<file path="src/hdl/cfba_pkg.sv">
// ----------------------------------------------------------------------------
// CAN filter bank allocator package
// Shared constants, codes, types and the filter key function.
// ----------------------------------------------------------------------------
package cfba_pkg;

  // Default number of filter banks.
  localparam int NUM_BANKS_DEF = 14;

  // Field widths.
  localparam int MSG_ID_W   = 29;
  localparam int WORD_W     = 32;
  localparam int BANK_NUM_W = 4;
  localparam int STD_ID_W   = 11;
  localparam int STD_SHIFT  = 21;
  localparam int EXT_SHIFT  = 3;

  // Request codes.
  localparam logic REQ_SUBSCRIBE   = 1'b0;
  localparam logic REQ_UNSUBSCRIBE = 1'b1;

  // Result status codes.
  localparam logic STATUS_OK      = 1'b0;
  localparam logic STATUS_NO_BANK = 1'b1;

  // Bank fill codes.
  typedef logic [1:0] fill_t;
  localparam fill_t FILL_EMPTY = 2'd0;
  localparam fill_t FILL_HALF  = 2'd1;
  localparam fill_t FILL_FULL  = 2'd2;

  // Controller states.
  typedef enum logic [1:0] {
    ST_IDLE,
    ST_SCAN,
    ST_DRAIN,
    ST_COMMIT
  } state_t;

  // Commands from the controller to the datapath.
  typedef struct packed {
    logic load;
    logic scan;
    logic commit;
  } cmd_t;

  // Status from the datapath to the controller.
  typedef struct packed {
    logic addr_last;
    logic out_busy;
  } stat_t;

  // Build the list-mode filter word for one identifier.
  function automatic logic [WORD_W-1:0] make_key(input logic [MSG_ID_W-1:0] id,
                                                 input logic ext,
                                                 input logic rtr);
    logic [WORD_W-1:0] k;
    if (ext) begin
      k = {id, EXT_SHIFT'(3'b100)};
    end else begin
      k = {id[STD_ID_W-1:0], STD_SHIFT'(0)};
    end
    k[1] = rtr;
    return k;
  endfunction

endpackage

</file>
<file path="src/hdl/cfba_ram.sv">
// ----------------------------------------------------------------------------
// Generic RAM
// One write port and one read port, read data registered.
// ----------------------------------------------------------------------------
module cfba_ram #(
  parameter int WIDTH = 32,
  parameter int DEPTH = 16,
  localparam int AW = (DEPTH > 1) ? $clog2(DEPTH) : 1
) (
  input  logic             clk,
  input  logic             we,
  input  logic [AW-1:0]    waddr,
  input  logic [WIDTH-1:0] wdata,
  input  logic [AW-1:0]    raddr,
  output logic [WIDTH-1:0] rdata
);

  logic [WIDTH-1:0] mem [DEPTH];

  // Write port.
  always_ff @(posedge clk) begin
    if (we) begin
      mem[waddr] <= wdata;
    end
  end

  // Registered read port.
  always_ff @(posedge clk) begin
    rdata <= mem[raddr];
  end

endmodule

</file>
<file path="src/hdl/cfba_ctrl.sv">
// ----------------------------------------------------------------------------
// CAN filter bank allocator controller
// Sequences load, bank scan, drain and commit of one request item.
// ----------------------------------------------------------------------------
module cfba_ctrl (
  input  logic           clk,
  input  logic           rst_n,
  input  logic           in_valid,
  output logic           in_ready,
  input  cfba_pkg::stat_t stat,
  output cfba_pkg::cmd_t  cmd
);
  import cfba_pkg::*;

  state_t state_r, state_nxt;

  // State register.
  always_ff @(posedge clk) begin
    if (!rst_n) begin
      state_r <= ST_IDLE;
    end else begin
      state_r <= state_nxt;
    end
  end

  // Next state.
  always_comb begin
    state_nxt = state_r;
    case (state_r)
      ST_IDLE: begin
        if (in_valid) state_nxt = ST_SCAN;
      end
      ST_SCAN: begin
        if (stat.addr_last) state_nxt = ST_DRAIN;
      end
      ST_DRAIN: begin
        state_nxt = ST_COMMIT;
      end
      ST_COMMIT: begin
        if (!stat.out_busy) state_nxt = ST_IDLE;
      end
      default: begin
        state_nxt = ST_IDLE;
      end
    endcase
  end

  // Outputs.
  always_comb begin
    in_ready   = 1'b0;
    cmd.load   = 1'b0;
    cmd.scan   = 1'b0;
    cmd.commit = 1'b0;
    case (state_r)
      ST_IDLE: begin
        in_ready = 1'b1;
        cmd.load = in_valid;
      end
      ST_SCAN: begin
        cmd.scan = 1'b1;
      end
      ST_DRAIN: begin
      end
      ST_COMMIT: begin
        cmd.commit = !stat.out_busy;
      end
      default: begin
      end
    endcase
  end

endmodule

</file>
<file path="src/hdl/cfba_dp.sv">
// ----------------------------------------------------------------------------
// CAN filter bank allocator datapath
// Bank tables, key store, scan compare, bank choice and result register.
// ----------------------------------------------------------------------------
module cfba_dp #(
  parameter int NUM_BANKS = cfba_pkg::NUM_BANKS_DEF
) (
  input  logic                             clk,
  input  logic                             rst_n,
  input  cfba_pkg::cmd_t                   cmd,
  output cfba_pkg::stat_t                  stat,
  input  logic                             in_req_type,
  input  logic [cfba_pkg::MSG_ID_W-1:0]    in_msg_id,
  input  logic                             in_extended,
  input  logic                             in_remote,
  input  logic                             in_fifo_sel,
  output logic                             out_valid,
  input  logic                             out_ready,
  output logic                             out_status,
  output logic                             out_bank_write,
  output logic [cfba_pkg::BANK_NUM_W-1:0]  out_bank_number,
  output logic [cfba_pkg::WORD_W-1:0]      out_first_word,
  output logic [cfba_pkg::WORD_W-1:0]      out_second_word,
  output logic                             out_bank_enable,
  output logic                             out_bank_fifo
);
  import cfba_pkg::*;

  localparam int BW = (NUM_BANKS > 1) ? $clog2(NUM_BANKS) : 1;

  // Request registers.
  logic              req_type_r;
  logic              fifo_r;
  logic [WORD_W-1:0] key_r;

  // Scan pipeline.
  logic [BW-1:0] addr_r;
  logic [BW-1:0] cmp_idx_r;
  logic          cmp_vld_r;

  // Bank tables.
  fill_t fill_r  [NUM_BANKS];
  logic  queue_r [NUM_BANKS];

  // Scan results.
  logic              found_r, hit_r;
  logic [BW-1:0]     chosen_r;
  fill_t             ch_fill_r;
  logic [WORD_W-1:0] ch_k0_r, ch_k1_r;

  // Key store read data.
  logic [WORD_W-1:0] rd0, rd1;

  // Compare stage signals.
  fill_t cur_fill;
  logic  cur_queue, cur_holds, cur_sel, cur_dup;

  // Commit signals.
  logic              res_status, res_write, res_enable;
  logic [WORD_W-1:0] res_w1, res_w2, ram0_d, ram1_d, surv;
  fill_t             new_fill;
  logic              ram_we;
  logic [BW+BANK_NUM_W-1:0] bank_ext;

  // Output registers.
  logic                  out_valid_r;
  logic                  out_status_r, out_write_r, out_enable_r, out_fifo_r;
  logic [BANK_NUM_W-1:0] out_bank_r;
  logic [WORD_W-1:0]     out_w1_r, out_w2_r;

  // Capture the request item and form its filter key.
  always_ff @(posedge clk) begin
    if (cmd.load) begin
      req_type_r <= in_req_type;
      fifo_r     <= in_fifo_sel;
      key_r      <= make_key(in_msg_id, in_extended, in_remote);
    end
  end

  // Scan address counter and compare-stage valid flag.
  always_ff @(posedge clk) begin
    if (!rst_n) begin
      addr_r    <= '0;
      cmp_vld_r <= 1'b0;
    end else begin
      if (cmd.load) begin
        addr_r <= '0;
      end else if (cmd.scan) begin
        addr_r <= addr_r + BW'(1);
      end
      cmp_vld_r <= cmd.scan;
    end
  end

  // The compare stage sees the bank whose keys were read last cycle.
  always_ff @(posedge clk) begin
    if (cmd.scan) begin
      cmp_idx_r <= addr_r;
    end
  end

  assign stat.addr_last = (addr_r == BW'(NUM_BANKS - 1));
  assign stat.out_busy  = out_valid_r & ~out_ready;

  // Key store: first and second list entry of every bank.
  assign ram_we = cmd.commit & res_write;

  cfba_ram #(.WIDTH(WORD_W), .DEPTH(NUM_BANKS)) u_slot0 (
    .clk  (clk),
    .we   (ram_we),
    .waddr(chosen_r),
    .wdata(ram0_d),
    .raddr(addr_r),
    .rdata(rd0)
  );

  cfba_ram #(.WIDTH(WORD_W), .DEPTH(NUM_BANKS)) u_slot1 (
    .clk  (clk),
    .we   (ram_we),
    .waddr(chosen_r),
    .wdata(ram1_d),
    .raddr(addr_r),
    .rdata(rd1)
  );

  // Compare one bank against the request.
  always_comb begin
    cur_fill  = fill_r[cmp_idx_r];
    cur_queue = queue_r[cmp_idx_r];
    cur_holds = (cur_fill != FILL_EMPTY) &&
                ((rd0 == key_r) || ((cur_fill != FILL_HALF) && (rd1 == key_r)));
    cur_sel   = 1'b0;
    cur_dup   = 1'b0;
    if (req_type_r == REQ_SUBSCRIBE) begin
      if (cur_fill == FILL_EMPTY) begin
        cur_sel = 1'b1;
      end else if (cur_queue == fifo_r) begin
        cur_dup = cur_holds;
        cur_sel = (cur_fill == FILL_HALF);
      end
    end else begin
      cur_sel = (cur_queue == fifo_r) && cur_holds;
    end
  end

  // Scan flags; the highest matching bank wins.
  always_ff @(posedge clk) begin
    if (!rst_n) begin
      found_r <= 1'b0;
      hit_r   <= 1'b0;
    end else if (cmd.load) begin
      found_r <= 1'b0;
      hit_r   <= 1'b0;
    end else if (cmp_vld_r) begin
      if (cur_sel) found_r <= 1'b1;
      if (cur_dup) hit_r <= 1'b1;
    end
  end

  // Keep the chosen bank's contents.
  always_ff @(posedge clk) begin
    if (cmp_vld_r && cur_sel) begin
      chosen_r  <= cmp_idx_r;
      ch_fill_r <= cur_fill;
      ch_k0_r   <= rd0;
      ch_k1_r   <= rd1;
    end
  end

  // Work out the bank update and the result item.
  assign surv = (ch_k0_r == key_r) ? ch_k1_r : ch_k0_r;

  always_comb begin
    res_status = STATUS_OK;
    res_write  = 1'b0;
    res_enable = 1'b0;
    res_w1     = '0;
    res_w2     = '0;
    ram0_d     = '0;
    ram1_d     = '0;
    new_fill   = FILL_EMPTY;
    if (req_type_r == REQ_SUBSCRIBE) begin
      if (!hit_r) begin
        if (!found_r) begin
          res_status = STATUS_NO_BANK;
        end else begin
          res_write  = 1'b1;
          res_enable = 1'b1;
          res_w2     = key_r;
          if (ch_fill_r == FILL_EMPTY) begin
            res_w1   = key_r;
            ram0_d   = key_r;
            new_fill = FILL_HALF;
          end else begin
            res_w1   = ch_k0_r;
            ram0_d   = ch_k0_r;
            ram1_d   = key_r;
            new_fill = FILL_FULL;
          end
        end
      end
    end else if (found_r) begin
      res_write = 1'b1;
      if (ch_fill_r != FILL_HALF) begin
        // A full bank keeps the survivor in its first entry.
        res_enable = 1'b1;
        res_w1     = surv;
        res_w2     = surv;
        ram0_d     = surv;
        new_fill   = FILL_HALF;
      end
    end
  end

  // Bank fill and FIFO tables.
  always_ff @(posedge clk) begin
    if (!rst_n) begin
      for (int i = 0; i < NUM_BANKS; i++) begin
        fill_r[i]  <= FILL_EMPTY;
        queue_r[i] <= 1'b0;
      end
    end else if (ram_we) begin
      fill_r[chosen_r]  <= new_fill;
      queue_r[chosen_r] <= fifo_r;
    end
  end

  // Result register.
  assign bank_ext = (BW + BANK_NUM_W)'(chosen_r);

  always_ff @(posedge clk) begin
    if (!rst_n) begin
      out_valid_r <= 1'b0;
    end else if (cmd.commit) begin
      out_valid_r <= 1'b1;
    end else if (out_ready) begin
      out_valid_r <= 1'b0;
    end
  end

  always_ff @(posedge clk) begin
    if (cmd.commit) begin
      out_status_r <= res_status;
      out_write_r  <= res_write;
      out_bank_r   <= res_write ? bank_ext[BANK_NUM_W-1:0] : '0;
      out_w1_r     <= res_w1;
      out_w2_r     <= res_w2;
      out_enable_r <= res_enable;
      out_fifo_r   <= res_write ? fifo_r : 1'b0;
    end
  end

  assign out_valid       = out_valid_r;
  assign out_status      = out_status_r;
  assign out_bank_write  = out_write_r;
  assign out_bank_number = out_bank_r;
  assign out_first_word  = out_w1_r;
  assign out_second_word = out_w2_r;
  assign out_bank_enable = out_enable_r;
  assign out_bank_fifo   = out_fifo_r;

endmodule

</file>
<file path="src/hdl/can_filter_bank_allocator.sv">
// ----------------------------------------------------------------------------
// CAN filter bank allocator
// Subscribes and unsubscribes CAN identifiers in a table of list-mode banks.
// ----------------------------------------------------------------------------
// Usage: a request item (subscribe or unsubscribe, identifier, frame kind and
// receive FIFO) is taken on the in_ channel when in_valid and in_ready are
// both high. Each request gives exactly one result item on the out_ channel:
// a status, and when a bank changes, its number, both filter words, enable
// and FIFO.
// Sequence: after the accept the block scans the banks, drains the compare
// stage and commits the result. The bank keys are read from the key store
// one bank per cycle, so a request occupies the block for the whole scan,
// and in_ready stays low from the accept until the block is back in idle.
// A result waits in an output register; the next request is taken while it
// waits. If the receiver still stalls when the following result is ready,
// the block holds that result back and takes no new item until the
// register frees.
// Reset: all banks read as empty and on FIFO 0; no result is pending.
// ----------------------------------------------------------------------------
module can_filter_bank_allocator #(
  parameter int NUM_BANKS = cfba_pkg::NUM_BANKS_DEF
) (
  input  logic                            clk,
  input  logic                            rst_n,
  input  logic                            in_valid,
  output logic                            in_ready,
  input  logic                            in_req_type,
  input  logic [cfba_pkg::MSG_ID_W-1:0]   in_msg_id,
  input  logic                            in_extended,
  input  logic                            in_remote,
  input  logic                            in_fifo_sel,
  output logic                            out_valid,
  input  logic                            out_ready,
  output logic                            out_status,
  output logic                            out_bank_write,
  output logic [cfba_pkg::BANK_NUM_W-1:0] out_bank_number,
  output logic [cfba_pkg::WORD_W-1:0]     out_first_word,
  output logic [cfba_pkg::WORD_W-1:0]     out_second_word,
  output logic                            out_bank_enable,
  output logic                            out_bank_fifo
);
  import cfba_pkg::*;

  cmd_t  cmd;
  stat_t stat;

  // Request sequencer.
  cfba_ctrl u_ctrl (
    .clk     (clk),
    .rst_n   (rst_n),
    .in_valid(in_valid),
    .in_ready(in_ready),
    .stat    (stat),
    .cmd     (cmd)
  );

  // Bank tables and result path.
  cfba_dp #(.NUM_BANKS(NUM_BANKS)) u_dp (
    .clk            (clk),
    .rst_n          (rst_n),
    .cmd            (cmd),
    .stat           (stat),
    .in_req_type    (in_req_type),
    .in_msg_id      (in_msg_id),
    .in_extended    (in_extended),
    .in_remote      (in_remote),
    .in_fifo_sel    (in_fifo_sel),
    .out_valid      (out_valid),
    .out_ready      (out_ready),
    .out_status     (out_status),
    .out_bank_write (out_bank_write),
    .out_bank_number(out_bank_number),
    .out_first_word (out_first_word),
    .out_second_word(out_second_word),
    .out_bank_enable(out_bank_enable),
    .out_bank_fifo  (out_bank_fifo)
  );

endmodule

</file>
<file path="config.mk">
export PLATFORM = sky130hd
export DESIGN_NAME = can_filter_bank_allocator
export DESIGN_NICKNAME = d
export VERILOG_FILES = /design/src/hdl/cfba_pkg.sv /design/src/hdl/cfba_ram.sv /design/src/hdl/cfba_ctrl.sv /design/src/hdl/cfba_dp.sv /design/src/hdl/can_filter_bank_allocator.sv
export SDC_FILE = /design/constraint.sdc
export NUM_CORES = 1
export LEC_CHECK = 0
export ABC_AREA = 1
export BUFFER_PORTS_ARGS = -buffer_cell sky130_fd_sc_hd__buf_2
export CAP_MARGIN = 10
export CORE_MARGIN = 3
export CORE_UTILIZATION = 35
export CTS_BUF_LIST = sky130_fd_sc_hd__clkbuf_4 sky130_fd_sc_hd__clkbuf_8
export CTS_CLUSTER_SIZE = 28
export DETAILED_ROUTE_END_ITERATION = 8
export GPL_ROUTABILITY_DRIVEN = 1
export GPL_TIMING_DRIVEN = 0
export HOLD_SLACK_MARGIN = 0.1
export PLACE_DENSITY = 0.55
export SLEW_MARGIN = 20
export SYNTH_ARGS = -nofsm -noshare
export SYNTH_HDL_FRONTEND = slang
export SYNTH_SLANG_ARGS = --single-unit
</file>
<file path="constraint.sdc">
create_clock -name clk -period 16 [get_ports clk]
set_input_delay 2.4 -clock clk [delete_from_list [all_inputs] [get_ports clk]]
set_output_delay 2.4 -clock clk [all_outputs]
set_load 0.01 [all_outputs]
</file>
==> metrics <==
Comb power frac 16.2%; Die X around 370 microns; CP endpoint kind flip-flop; max-cap violations 0; Avg Cell Area, Syn around 13 sq um; Synth top cells by count edfxtp_1, nor2_1, o21ai_0; RD Place Congestion ~0.97; Main synth FF type edfxtp_1; largest net degree at the start of global routing 46; Final Max Slew Viols 0; Post-synth EDFFs between 1k and 1.5k; initial antenna violation count 7; clock root buffer clkbuf_8; YS warnings 0; Fin Hold WS between 0.4 and 0.5 ns; status finished clean; Slew HR 16.3%; final setup margin between 10 and 15 ns; Filler cells roughly 12k; Yosys cell types 40; Cell Pwr Density 136 nW/um^2; total gr overflow 0; Crit path depth 10; Final Hold Vio Count 0; worst setup path start out_ready; DRT Wirelength 155000 microns; HP Class flip-flop to flip-flop; clk sinks approximately 1.2k; crit-path max FO 18; Worst Setup Start Kind input pin; flop-to-flop setup slack roughly 12 ns; die area roughly 140000 sq um; top cells by area, synth edfxtp_1, nor2_1, o21ai_0, dfxtp_1, nand2_1; HPWL after detailed placement about 110000 microns; CP max stage delay between 0.6 and 0.7 ns; FMAX roughly 0.23 GHz; drt pass-1 iters 6; post_cts resized 0; cell taking the most area after synthesis edfxtp_1; total power between 7 and 8 mW; Setup Skew 0.0448 ns; buffer count from post-CTS setup fixing 0; Die Y-Extent 371 microns; Cell Chain, Critical Path buf_2 > inv_1 > a21oi_4 > buf_16 > nand2_2 > nor3_2 > buf_4 > buf_4 > buf_4 > buf_6; LEAKAGE about 19 nW; layout cells sized above 1 15.8%; Psw roughly 2.2 mW; I/O Buffers 110; critical path class input pin to flip-flop; internal power about 5.2 mW; R2R depth 6; TritonCTS clock tree done; sequential share of power between 40% and 50%; Slowest-stage cell, CP nor3_2; CTS Hold Bufs 0; crit-path most repeated cell buf_4; Synth Cell Area ~47000 sq um; reg2reg end u_dp.u_slot1.mem[12][31]$_DFFE_PP_; per-cell routed wire length around 26 microns; Setup WS pre-CTS 10.78 ns; first-pass GRT wire length ~220000 microns; vias post-DR around 32k; RSZ-0062 raised after global routing no; Starting DRT DRC Count between 3k and 4k; register area share after synthesis 74.4%; starting density of the core 35.3%; setup TNS 0 ns; Tmin final ~4.3 ns; Req. time, crit path between 15 and 20 ns; CTS max path bufs 3; switching power share of the total between 20% and 30%; core footprint approximately 130000 sq um; fin nets 4056; critical path's top delay family buffers and inverters; GRT Total Usage between 20% and 30%; most frequent cell after synthesis edfxtp_1; Final period util between 20% and 30%; Gate Count Post-Synth 3640; Worst-Margin Slew around 1.3 ns; post-route antenna net violation count 0; Yosys reg bits around 1.2k; H-tree depth 4; clk_lat worst skew around 0.86 ns; Worst Path Arrival just under 5 ns; vias in the first global route about 30k; CP bufs+invs 7; P&R area growth vs syn 16.9%; peak supply drop between 70 and 80 uV; Clock Pin Slew Worst Setup and Hold Paths ~0.060 ns; Critical Path Sink u_dp.u_slot1.mem[13][21]$_DFFE_PP_; IO Pins around 110; Async SR Flop Fraction 0%; row count 133; Mapped Nets 3683; Vias/cell roughly 5.4; clock buffer count from CTS 190; power share of the clock group 34.5%; Setup violations, final 0; Worst R2R Start u_dp.req_type_r$_DFFE_PP_; drc violations 0; share of the synthesized area in the top cell type between 70% and 80%
sequential cells by signal, indices dropped and copies added, names as in the netlist, 16 cells and up, named ones only:
name                  cells
u_dp.u_slot1.rdata       31
u_dp.u_slot0.rdata       32
u_dp.key_r               31
u_dp.fill_r              32
u_dp.out_second_word     32
u_dp.queue_r             16
u_dp.ch_k1_r             31
u_dp.u_slot1.mem        434
u_dp.u_slot0.mem        448
u_dp.out_first_word      32
u_dp.ch_k0_r             32
how the worst min path moves through the flow:
stage	startpoint	end	slack [ns]	depth (start not counted)
CTS	u_dp.u_slot0.rdata[27]$_DFF_P_	u_dp.ch_k0_r[27]$_DFFE_PP_	0.44	0
floorplan	u_dp.u_slot0.rdata[0]$_DFF_P_	u_dp.ch_k0_r[0]$_DFFE_PP_	0.40	0
detailed placement	u_dp.u_slot0.rdata[17]$_DFF_P_	u_dp.ch_k0_r[17]$_DFFE_PP_	0.44	0
global placement	u_dp.addr_r[2]$_SDFFE_PP0P_	u_dp.cmp_idx_r[2]$_DFFE_PP_	0.43	0
finish	u_dp.u_slot0.rdata[27]$_DFF_P_	u_dp.ch_k0_r[27]$_DFFE_PP_	0.44	0
global route	u_dp.u_slot0.rdata[27]$_DFF_P_	u_dp.ch_k0_r[27]$_DFFE_PP_	0.45	0
cells by family after synthesis:
| logic type | synth area share (%) |
|---|---|
| mux | 0.266 |
| xor+xnor | 1.15 |
| simple gates | 9.51 |
| fa+ha+maj | 0.161 |
| compound gates | 11.0 |
| flops | 74.4 |
| buf+inv | 3.47 |
power groups by stage:
stage	Combinational [mW]	Sequential, mW	Clock (mW)
floorplan	0.672	3.66	0
global placement	1.16	3.71	0
detailed placement	1.19	3.70	0
CTS	1.20	3.64	2.59
global route	1.29	3.65	2.73
finish	1.20	3.65	2.55
placed cells by master, fill, tap and decap left out, types with 25 or more instances in the layout:
cell         n
nand3_1    106
buf_12      25
o221ai_1   113
clkbuf_1   144
o21ai_1     69
o22ai_1     89
nor2_1     570
clkbuf_8   202
edfxtp_1  1094
buf_2      145
nand2_1    341
inv_1      150
clkbuf_4    89
buf_4       32
xor2_1      40
dfxtp_1     91
o21ai_0    441
a21oi_1    124
per-layer routing:
metal	global-route usage (%)	part of all wire [%]	vias up
met5	0	0.0090	-
met4	9.09	4.0	2
met3	4.22	8.9	283
met2	34.3	45	1570
met1	30.8	42	16004
li1	-	-	14006
worst reg2reg max path: stages (launching register included):
cell and delay [ns]:
edfxtp_1 0.64, nor3_4 0.69, inv_2 0.31, nor2_4 0.33, inv_2 0.12, clkbuf_1 0.44
nor2_1 0.91
final cells by class:
| class | count | area (sq um) | area share, % |
|---|---|---|---|
| multi-input combinational | 2072 | 10500 | 19.2 |
| timing repair buffer | 181 | 1810 | 3.32 |
| clock buffer | 290 | 3440 | 6.32 |
| buffer | 218 | 1000 | 1.84 |
| sequential | 1185 | 34700 | 63.7 |
| inverter | 165 | 624 | 1.15 |
| antenna | 6 | 15.0 | 0.0276 |
| tap | 1755 | 2200 | 4.03 |
| clock inverter | 42 | 234 | 0.430 |
stage by stage:
stage	instances	cell area (sq um)	utilization (%)
6_report	5914	54500	41.3
3_3_place_gp	5505	49300	37.4
3_5_place_dp	5576	50700	38.5
5_1_grt	5909	54500	41.3
2_1_floorplan	3640	46600	-
4_1_cts	5908	54400	41.3
Power figures use the tool's default switching activity.
